[config.mk]
export PLATFORM = sky130hd
export DESIGN_NAME = cba_div
export DESIGN_NICKNAME = d
export VERILOG_FILES = /design/src/assert_macros.svh /design/src/cba_pkg.sv /design/src/cba_div.sv
export SDC_FILE = /design/constraint.sdc
export NUM_CORES = 1
export LEC_CHECK = 0
export BUFFER_PORTS_ARGS = -buffer_cell sky130_fd_sc_hd__buf_2
export CAP_MARGIN = 20
export CORE_MARGIN = 5
export CORE_UTILIZATION = 55
export CTS_CLUSTER_SIZE = 14
export DETAILED_ROUTE_END_ITERATION = 6
export PLACE_DENSITY = 0.82
export SKIP_LAST_GASP = 1
export SYNTH_ARGS = -nofsm -noshare
export SYNTH_HDL_FRONTEND = slang
export SYNTH_SLANG_ARGS = --single-unit
[constraint.sdc]
create_clock -name clk -period 3.36 [get_ports clk]
set_input_delay 0.336 -clock clk [delete_from_list [all_inputs] [get_ports clk]]
set_output_delay 0.336 -clock clk [all_outputs]
set_load 0.1 [all_outputs]
[src/assert_macros.svh]
// assertion macros shared by the allocator rtl
// expects clk and rst_n in the scope of each use
`ifndef ASSERT_MACROS_SVH
`define ASSERT_MACROS_SVH

// same-cycle implication
`define ASSERT_IMPLIES(lbl, ante, cons, msg) \
    lbl: assert property (@(posedge clk) disable iff (!rst_n) (ante) |-> (cons)) \
        else $error(msg);

// next-cycle implication
`define ASSERT_NEXT(lbl, ante, cons, msg) \
    lbl: assert property (@(posedge clk) disable iff (!rst_n) (ante) |=> (cons)) \
        else $error(msg);

`endif

[src/cba_pkg.sv]
// shared codes, widths and divider types of the circular block allocator
// no dependencies
package cba_pkg;

    localparam int DIVIDEND_W = 64;
    localparam int DIVISOR_W  = 33;

    localparam logic [1:0] OP_ALLOC     = 2'd0;
    localparam logic [1:0] OP_FREE      = 2'd1;
    localparam logic [1:0] OP_TXN_BEGIN = 2'd2;
    localparam logic [1:0] OP_TXN_END   = 2'd3;

    localparam logic [1:0] KIND_ALLOC = 2'd0;
    localparam logic [1:0] KIND_FREE  = 2'd1;
    localparam logic [1:0] KIND_TXN   = 2'd2;
    localparam logic [1:0] KIND_GRANT = 2'd3;

    localparam logic [2:0] ST_OK        = 3'd0;
    localparam logic [2:0] ST_WAITING   = 3'd1;
    localparam logic [2:0] ST_NULL      = 3'd2;
    localparam logic [2:0] ST_TOO_LARGE = 3'd3;
    localparam logic [2:0] ST_BAD_ALIGN = 3'd4;
    localparam logic [2:0] ST_BAD_FREE  = 3'd5;
    localparam logic [2:0] ST_FULL      = 3'd6;

    localparam logic [32:0] POOL_RESET = 33'd65536;
    localparam logic [32:0] POOL_MAX   = 33'h1_0000_0000;

    typedef struct packed {
        logic                  start;
        logic [DIVIDEND_W-1:0] dividend;
        logic [DIVISOR_W-1:0]  divisor;
    } div_req_t;

    typedef struct packed {
        logic                  done;
        logic [DIVIDEND_W-1:0] quotient;
        logic [DIVISOR_W-1:0]  remainder;
    } div_rsp_t;

endpackage

[src/cba_div.sv]
// radix-2 restoring divider, one quotient bit per cycle
// depends on cba_pkg for widths and request/response structs
module cba_div (
    input  logic              clk,
    input  logic              rst_n,
    input  cba_pkg::div_req_t req,
    output cba_pkg::div_rsp_t rsp
);

    localparam int DW = cba_pkg::DIVIDEND_W;
    localparam int VW = cba_pkg::DIVISOR_W;
    localparam int CW = $clog2(DW);
    localparam logic [CW-1:0] CNT_LAST = CW'(DW - 1);

    logic [DW-1:0] quo_reg;
    logic [VW-1:0] rem_reg;
    logic [VW-1:0] dvs_reg;
    logic [CW-1:0] cnt_reg;
    logic          busy_reg;
    logic          done_reg;

    logic [VW:0]   trial;
    logic          qbit;
    logic [VW-1:0] rem_next;

    always_comb
    begin
        trial    = {rem_reg, quo_reg[DW-1]} - {1'b0, dvs_reg};
        qbit     = ~trial[VW];
        rem_next = qbit ? trial[VW-1:0] : {rem_reg[VW-2:0], quo_reg[DW-1]};
    end

    always_ff @(posedge clk or negedge rst_n)
    begin
        if (!rst_n)
        begin
            quo_reg  <= '0;
            rem_reg  <= '0;
            dvs_reg  <= '0;
            cnt_reg  <= '0;
            busy_reg <= 1'b0;
            done_reg <= 1'b0;
        end
        else
        begin
            done_reg <= 1'b0;
            if (req.start)
            begin
                quo_reg  <= req.dividend;
                rem_reg  <= '0;
                dvs_reg  <= req.divisor;
                cnt_reg  <= '0;
                busy_reg <= 1'b1;
            end
            else if (busy_reg)
            begin
                rem_reg <= rem_next;
                quo_reg <= {quo_reg[DW-2:0], qbit};
                cnt_reg <= cnt_reg + CW'(1);
                if (cnt_reg == CNT_LAST)
                begin
                    busy_reg <= 1'b0;
                    done_reg <= 1'b1;
                end
            end
        end
    end

    assign rsp.done      = done_reg;
    assign rsp.quotient  = quo_reg;
    assign rsp.remainder = rem_reg;

endmodule

==> results of run 1 <==
## cell families (layout without fill, tap and decap cells)
logic type | Yosys count | in the layout | synth area share
and+or+nand+nor | 284 | 284 | 0.147
buffers and inverters | 98 | 282 | 0.0485
xor gates and xnor gates | 28 | 28 | 0.0331
DFF | 138 | 138 | 0.421
muxes | 69 | 69 | 0.0844
AOI/OAI and AO/OA | 257 | 257 | 0.211
adders and majority gates | 35 | 35 | 0.0544
## placed cells by master, fill, tap and decap left out, drive strengths merged, types with 4 or more instances in the layout
cell type  count
buf          208
nand2        157
dfrtp        138
o21ai        129
mux2i         68
nor2          65
inv           46
a21oi         37
ha            34
a311oi        20
xnor2         19
clkbuf        17
nand3         16
and3          10
xor2           9
nand4          8
a211oi         8
a21o           7
a31oi          7
clkinv         7
nor3           6
nor2b          6
o21bai         5
a41oi          5
o311a          5
o21a           4
nand2b         4
or3            4
## synth_stat cells, types with 6 or more instances
master	instances
nor2b_1	6
inv_1	42
nor3_1	6
a311oi_1	6
nand2_1	153
xor2_1	8
nand4_1	8
buf_1	7
xnor2_1	18
nand3_1	16
o21ai_0	128
a21oi_1	37
ha_1	34
a21o_1	7
nor2_1	65
a311oi_2	14
a31oi_1	6
mux2i_1	68
dfrtp_1	138
and3_1	10
a211oi_1	8
clkbuf_1	42
## worst max-delay path, stage by stage (launching register included)
cell and delay [ns]:
dfrtp_2 0.42, ha_1 0.39, and2_1 0.23, a221o_1 0.39, a2111oi_4 0.35, o41ai_4 0.17
a31oi_4 0.31, xnor2_2 0.21, buf_12 0.24, nand3_1 0.11, a311oi_2 0.28
## final timing paths
check                                             from                 endpoint  slack (ns)  cells past startpoint
worst max-delay path            rem_reg[7]$_DFFE_PN0P_  rem_reg[19]$_DFFE_PN0P_        0.16                     10
worst min-delay path                             rst_n  dvs_reg[10]$_DFFE_PN0P_       0.009                      1
worst max register to register  rem_reg[7]$_DFFE_PN0P_  rem_reg[19]$_DFFE_PN0P_        0.16                     10
worst min register to register  dvs_reg[0]$_DFFE_PN0P_   dvs_reg[0]$_DFFE_PN0P_        0.51                      1
max in group asynchronous                        rst_n  quo_reg[46]$_DFFE_PN0P_        2.63                      2
min in group clk                               req[24]  dvs_reg[24]$_DFFE_PN0P_        0.12                      3
## layout make-up
cell class / instances / area share
timing repair buffer: 208 / 0.114
multi-input combinational: 673 / 0.438
inverter: 42 / 0.0159
clock inverter: 15 / 0.0168
clock buffer: 17 / 0.0429
tap: 184 / 0.0232
sequential: 138 / 0.349
## routing by layer
metal,wire (um),share of wire,GRT usage
met5,0,0,0
met4,414,0.019,0.0817
met3,1490,0.069,0.0477
met2,10400,0.48,0.405
met1,9270,0.43,0.318
## through the flow
step | cells | worst slack [ns] | total power [mW] | cell area, um2 | utilization
after floorplan | 909 | 0.0193 | 4.45 | 8200 | -
after global placement | 1245 | 0.261 | 5.03 | 9330 | 0.639
after detailed placement | 1245 | 0.179 | 5.08 | 9330 | 0.639
after CTS | 1277 | 0.158 | 6.97 | 9920 | 0.680
after global routing | 1277 | 0.0283 | 7.30 | 9920 | 0.680
final | 1277 | 0.157 | 6.95 | 9920 | 0.680
## power breakdown
part           leakage, nW  total [mW]  switching, mW  internal [mW]
registers             1.73        2.04          0.180           1.86
logic                 3.29        3.05           2.21          0.837
clock network        0.286        1.87          0.762           1.11
==> out/results.tsv, run 1 <==
metric	value	unit
Area Growth Syn to Fin	21.0	%
maximum VDD drop	0.403	mV
setup violators final	0	
worst slew pin tran	0.894	ns
die height	132	um
final hold violation count	0	
global-route wire length before repair	35100	um
power per standard cell area	701	mW/mm2
Final Skew	0.00709	ns
Unique masters post-synth	63	
CTS Hold Bufs	0	
core footprint	0.0146	mm2
register bit count reported by yosys	138	
Die Wd	132	um
# diodes	0	
Pre-Repair DR Iteration Count	5	
largest net degree at the start of global routing	97	
Setup Buffers After CTS	0	
syn nets	1044	
final WL	21500	um
CTS tree	yes	
die area	0.0174	mm2
sequential area share after synthesis	0.421	
root buf cell	clkbuf_16	
initial DRC count	528	
Slew HR	0.404	
status	complete, no violations	
Max Transition Viols Final	0	
post_cts resized	0	
Fillers	1151	
detailed placement HPWL	15300	um
Max Clock Freq	312	MHz
WS Path Type	reg -> reg	
Multi-input gate area	0.00434	mm2
grt ovf	0	
Critical Path RT	3.68	ns
IO Pins	198	
# DRC	0	
gpl congestion	0.913	
Synth area leaders	dfrtp_1, mux2i_1, o21ai_0, nand2_1, ha_1	
vias per cell	5.71	
Tot GR Track Use	0.243	
Synth top area share	0.421	
Largest register FFs	64	
number of global-route vias before repair	6953	
DRT antenna net count	0	
crit path capture type	flip-flop	
setup TNS	0	ns
Hold Crit Class	in -> async	
initial core utilization	0.562	
fin nets	1215	
worst-path maximum fanout	30	
Cells after Synth	909	
element type at the critical path start	flip-flop	
initial antenna violation count	0	
Clk pin slew, worst setup/hold paths	0.06	ns
Avg Inst Size Synth	9.02	um2
Reg area	0.00346	mm2
Tcrit/Tclk final	0.953	
top cell type by total area after synthesis	dfrtp_1	
Max-cap violations	0	
Arr. time, crit path	3.53	ns
Synthesis Warnings	0	
Tmin final	3.20	ns
CTS Sinks	138	
Vias	7295	
number of synthesized flops with an enable pin	0	
CTS max path bufs	2	
Top FF cell, synth	dfrtp_1	
row count	44	
H-tree Lvls	4	
leak pwr	5.30	nW
Clk Latency, worst-skew pair	0.42	ns
CTS Buf Count	17	
layout cells sized above 1	0.254	
Port Buffers	197	
asr flop ratio synth	1.00	
routed len/inst	16.9	um
RSZ-0062 raised after global routing	no	
worst hold margin	0.00904	ns
mapped cell area	0.00820	mm2
Power figures use the tool's default switching activity.
==> run 2: changes to the inputs <==
--- a/config.mk
+++ b/config.mk
@@ -11,7 +11,7 @@
 export CORE_UTILIZATION = 55
 export CTS_CLUSTER_SIZE = 14
 export DETAILED_ROUTE_END_ITERATION = 6
-export PLACE_DENSITY = 0.82
+export PLACE_DENSITY_LB_ADDON = 0.2
 export SKIP_LAST_GASP = 1
 export SYNTH_ARGS = -nofsm -noshare
 export SYNTH_HDL_FRONTEND = slang
==> out/results.tsv, run 2 (synthesis gave the netlist of run 1 again) <==
metric	value	unit
status	complete, no violations	
core footprint	0.0146	mm2
Pre-Repair DR Iteration Count	5	
number of global-route vias before repair	7008	
Max Transition Viols Final	0	
Tot GR Track Use	0.243	
CP max-delay cell	o41ai_4	
Final Skew	0.00923	ns
initial core utilization	0.562	
Tcrit/Tclk final	0.943	
Max-cap violations	0	
CTS Buf Count	17	
row count	44	
gpl congestion	0.864	
Largest register FFs	64	
hold_sp	req[25]	
Area Growth Syn to Fin	22.2	%
DRT antenna net count	0	
Vias	7348	
CTS tree	yes	
layout cells sized above 1	0.259	
Clk pin slew, worst setup/hold paths	0.06	ns
power per standard cell area	702	mW/mm2
fin nets	1224	
Critical Path RT	3.69	ns
maximum VDD drop	0.377	mV
CTS max path bufs	2	
root buf cell	clkbuf_16	
# diodes	0	
worst path cell trace	ha_1 -> nand4_1 -> a21oi_1 -> a2111oi_4 -> o41ai_4 -> a31oi_4 -> buf_4 -> xnor2_4 -> clkbuf_16 -> nand2_1 -> a311oi_2	
H-tree Lvls	4	
Hold Crit Class	in -> reg	
largest net degree at the start of global routing	101	
WS Path Type	reg -> reg	
cell family contributing the most delay on the critical path	compound AO/OA/AOI/OAI gates	
Tmin final	3.17	ns
setup violators final	0	
detailed placement HPWL	15100	um
most common cell after layout, fill and taps aside	buf_2	
worst-path maximum fanout	14	
Pwr Total	7.04	mW
grt ovf	0	
crit path capture type	flip-flop	
leak pwr	5.35	nW
Die Wd	132	um
vias per cell	5.71	
initial antenna violation count	0	
Arr. time, crit path	3.50	ns
Critical path buffers and inverters	2	
Multi-input gate area	0.00436	mm2
RSZ-0062 raised after global routing	no	
initial DRC count	498	
reg2reg start	rem_reg[7]$_DFFE_PN0P_	
# DRC	0	
routed len/inst	16.7	um
final WL	21500	um
crit-path max cell delay	0.51	ns
global-route wire length before repair	35500	um
IO Pins	198	
Reg area	0.00346	mm2
Fillers	1163	
crit path from	rem_reg[7]$_DFFE_PN0P_	
Slew HR	0.444	
die height	132	um
CTS Sinks	138	
element type at the critical path start	flip-flop	
setup TNS	0	ns
worst slew pin tran	0.834	ns
Port Buffers	197	
most frequent cells in the layout	buf_2, nand2_1, dfrtp_1, o21ai_0, mux2i_1	
final hold violation count	0	
Max Clock Freq	315	MHz
die area	0.0174	mm2
Clk Latency, worst-skew pair	0.42	ns
## run 2: cell types whose count changed in the layout (fill, tap and decap cells not counted)
cell	change
dlygate4sd3_1	+1
buf_4	+7
inv_6	+3
clkinv_4	-3
clkbuf_1	+1
xnor2_4	+1
clkbuf_16	+1
clkinv_2	-1
xnor2_2	-1
## run 2: worst reg2reg max path, cell delays in order, from the launching register on
cell and delay, ns:
dfrtp_2 0.43, ha_1 0.39, nand4_1 0.16, a21oi_1 0.28, a2111oi_4 0.11, o41ai_4 0.51
a31oi_4 0.14, buf_4 0.18, xnor2_4 0.30, clkbuf_16 0.25, nand2_1 0.07, a311oi_2 0.26
## run 2: stage by stage
| step | instances | instance area (um2) | hold slack (ns) | setup slack, ns | util |
|---|---|---|---|---|---|
| finish | 1286 | 10000 | 0.116 | 0.190 | 0.687 |
| global route | 1286 | 10000 | 0.112 | 0.00225 | 0.687 |
| CTS | 1280 | 9940 | 0.107 | 0.0807 | 0.682 |
| detailed placement | 1247 | 9340 | 0.409 | 0.106 | 0.640 |
| global placement | 1247 | 9340 | 0.405 | 0.234 | 0.640 |
| floorplan | 909 | 8200 | 0.0404 | 0.0193 | - |
## run 2: path summary, 6_finish.rpt
check | endpoint | slack, ns | depth (start not counted)
worst min-delay path | dvs_reg[25]$_DFFE_PN0P_ | 0.12 | 3
worst max register to register | rem_reg[14]$_DFFE_PN0P_ | 0.19 | 11
max in group asynchronous | rem_reg[22]$_DFFE_PN0P_ | 1.94 | 3
worst min register to register | dvs_reg[11]$_DFFE_PN0P_ | 0.53 | 2
min in group asynchronous | rem_reg[11]$_DFFE_PN0P_ | 0.51 | 2
worst max-delay path | rem_reg[14]$_DFFE_PN0P_ | 0.19 | 11
## run 2: final cells by class
| cell class | count | area share |
|---|---|---|
| clock buffers | 18 | 0.0428 |
| clock inverters | 14 | 0.0161 |
| inverters | 42 | 0.0157 |
| multi-input cells | 673 | 0.435 |
| flip-flops and latches | 138 | 0.346 |
| well taps | 184 | 0.0230 |
| repair buffers | 217 | 0.122 |
## run 2: repair_timing
item	in CTS	in global routing
gates resized for setup	0	1
setup buffers	0	5
hold buffers	1	0
setup endpoints to repair	0	16
hold endpoints to repair	74	0
## run 2: per-layer routing
metal | wire (um) | global-route usage | vias to the layer above
met5 | 0 | 0 | -
met4 | 294 | 0.0583 | 0
met3 | 1440 | 0.0542 | 28
met2 | 10100 | 0.384 | 278
met1 | 9700 | 0.342 | 3472
li1 | - | - | 3570
## run 2: power by group
part | total (mW) | internal [mW] | leakage (nW) | switching [mW]
sequential | 2.04 | 1.86 | 1.73 | 0.180
combinational | 3.12 | 0.900 | 3.33 | 2.22
clock | 1.88 | 1.11 | 0.285 | 0.765
total | 7.04 | 3.87 | 5.35 | 3.17
==> run 3: changes to the inputs <==
--- a/config.mk
+++ b/config.mk
@@ -7,7 +7,7 @@
 export LEC_CHECK = 0
 export BUFFER_PORTS_ARGS = -buffer_cell sky130_fd_sc_hd__buf_2
 export CAP_MARGIN = 20
-export CORE_MARGIN = 5
+export CORE_MARGIN = 10
 export CORE_UTILIZATION = 55
 export CTS_CLUSTER_SIZE = 14
 export DETAILED_ROUTE_END_ITERATION = 6
==> out/results.tsv, run 3 (synthesis gave the netlist of run 1 again) <==
metric	value	unit
H-tree Lvls	4	
layout cells sized above 1	0.255	
Area Growth Syn to Fin	22.0	%
setup violators final	0	
grt ovf	0	
most frequent cells in the layout	buf_2, nand2_1, dfrtp_1, o21ai_0, mux2i_1	
crit path capture type	flip-flop	
CP max-delay cell	dfrtp_2	
root buf cell	clkbuf_16	
worst slew pin tran	0.662	ns
final WL	22400	um
most common cell after layout, fill and taps aside	buf_2	
Tcrit/Tclk final	0.944	
vias per cell	5.67	
DRT antenna net count	0	
Critical Path RT	3.69	ns
Die Wd	142	um
initial core utilization	0.562	
Design Area, Final	0.0100	mm2
Pwr Total	6.98	mW
row count	44	
Vias	7272	
Tmin final	3.17	ns
global-route wire length before repair	36100	um
Max Clock Freq	315	MHz
Hold Crit Class	in -> reg	
Seq pwr share	0.291	
leak pwr	5.33	nW
routed len/inst	17.4	um
CTS Buf Count	17	
detailed placement HPWL	16100	um
crit-path max cell delay	0.42	ns
initial DRC count	438	
CTS max path bufs	2	
IO Pins	198	
Largest register FFs	64	
core footprint	0.0146	mm2
Arr. time, crit path	3.50	ns
combinational share of power	0.442	
die height	142	um
Final Skew	0.0114	ns
maximum VDD drop	0.443	mV
Fillers	1223	
final worst setup slack	0.189	ns
worst slack, placed	0.0978	ns
CTS Sinks	138	
# DRC	0	
initial antenna violation count	0	
worst-path maximum fanout	14	
Clk network pwr share	0.267	
Tot GR Track Use	0.216	
Clk Latency, worst-skew pair	0.43	ns
fin nets	1220	
Port Buffers	197	
power per standard cell area	698	mW/mm2
worst path cell trace	ha_1 -> and2_1 -> a221o_1 -> a2111oi_4 -> o41ai_4 -> a31oi_4 -> xnor2_4 -> buf_4 -> clkbuf_16 -> nand2_1 -> a311oi_2	
setup TNS	0	ns
Max Transition Viols Final	0	
Cell Area, Placed	0.00935	mm2
Clk pin slew, worst setup/hold paths	0.06	ns
Pre-Repair DR Iteration Count	6	
final hold violation count	0	
die area	0.0202	mm2
RSZ-0062 raised after global routing	no	
internal power	3.88	mW
Cells after DPL	1246	
Net Sw Frac	0.445	
WS Path Type	reg -> reg	
number of global-route vias before repair	7099	
element type at the critical path start	flip-flop	
CTS tree	yes	
sw power	3.10	mW
gpl congestion	0.877	
Slew HR	0.558	
Non-Filler Instances	1283	
largest net degree at the start of global routing	114	
status	complete, no violations	
Max-cap violations	0	
==> run 3: layer usage <==
layer | GRT usage | up-vias | wire length, um
li1 | - | 3564 | -
met1 | 0.291 | 3422 | 10100
met2 | 0.338 | 269 | 10300
met3 | 0.0571 | 17 | 1740
met4 | 0.0527 | 0 | 223
met5 | 0 | - | 0
==> run 3: final timing paths <==
check                           slack, ns  depth (start not counted)                 endpoint              startpoint
worst max register to register       0.19                         11  rem_reg[12]$_DFFE_PN0P_  rem_reg[7]$_DFFE_PN0P_
max in group asynchronous            2.13                          3   rem_reg[8]$_DFFE_PN0P_                   rst_n
worst min-delay path                 0.11                          3  dvs_reg[12]$_DFFE_PN0P_                 req[12]
worst max-delay path                 0.19                         11  rem_reg[12]$_DFFE_PN0P_  rem_reg[7]$_DFFE_PN0P_
min in group asynchronous            0.43                          2  quo_reg[45]$_DFFE_PN0P_                   rst_n
worst min register to register       0.52                          1   dvs_reg[0]$_DFFE_PN0P_  dvs_reg[0]$_DFFE_PN0P_
==> run 3: timing repair <==
action / 4_1_cts / 5_1_grt
gates resized for setup: 0 / 1
hold buffers: 1 / 0
setup endpoints to repair: 0 / 10
hold endpoints to repair: 54 / 0
setup buffers: 0 / 2
==> run 3: final cells by class <==
| class | instances | area [um2] | share of cell area |
|---|---|---|---|
| antenna | 2 | 5.00 | 0.000501 |
| clock buffer | 21 | 470 | 0.0470 |
| clock inverter | 10 | 115 | 0.0115 |
| inverter | 42 | 158 | 0.0158 |
| multi-input combinational | 673 | 4360 | 0.436 |
| sequential | 138 | 3460 | 0.346 |
| tap | 184 | 230 | 0.0230 |
| timing repair buffer | 213 | 1200 | 0.120 |
==> run 3: power by group through the flow <==
| stage | registers [mW] | logic [mW] | clock network, mW |
|---|---|---|---|
| floorplan | 3.13 | 1.32 | 0 |
| global placement | 2.05 | 3.00 | 0 |
| detailed placement | 2.05 | 3.02 | 0 |
| CTS | 2.03 | 3.04 | 1.89 |
| global route | 2.06 | 3.32 | 1.97 |
| finish | 2.03 | 3.09 | 1.87 |
==> run 3: worst max-delay path: cells and delay by family, from the launching register on <==
family | cells | cell delay [ns]
and+or+nand+nor | 2 | 0.30
buffers and inverters | 2 | 0.31
xor gates and xnor gates | 1 | 0.18
DFF | 1 | 0.42
adders and majority gates | 1 | 0.39
AOI/OAI and AO/OA | 5 | 1.47
==> run 3: stage by stage <==
stage,util,hold WS (ns)
5_1_grt,0.685,0.109
6_report,0.685,0.114
2_1_floorplan,-,0.0404
4_1_cts,0.682,0.101
3_5_place_dp,0.641,0.329
3_3_place_gp,0.641,0.329
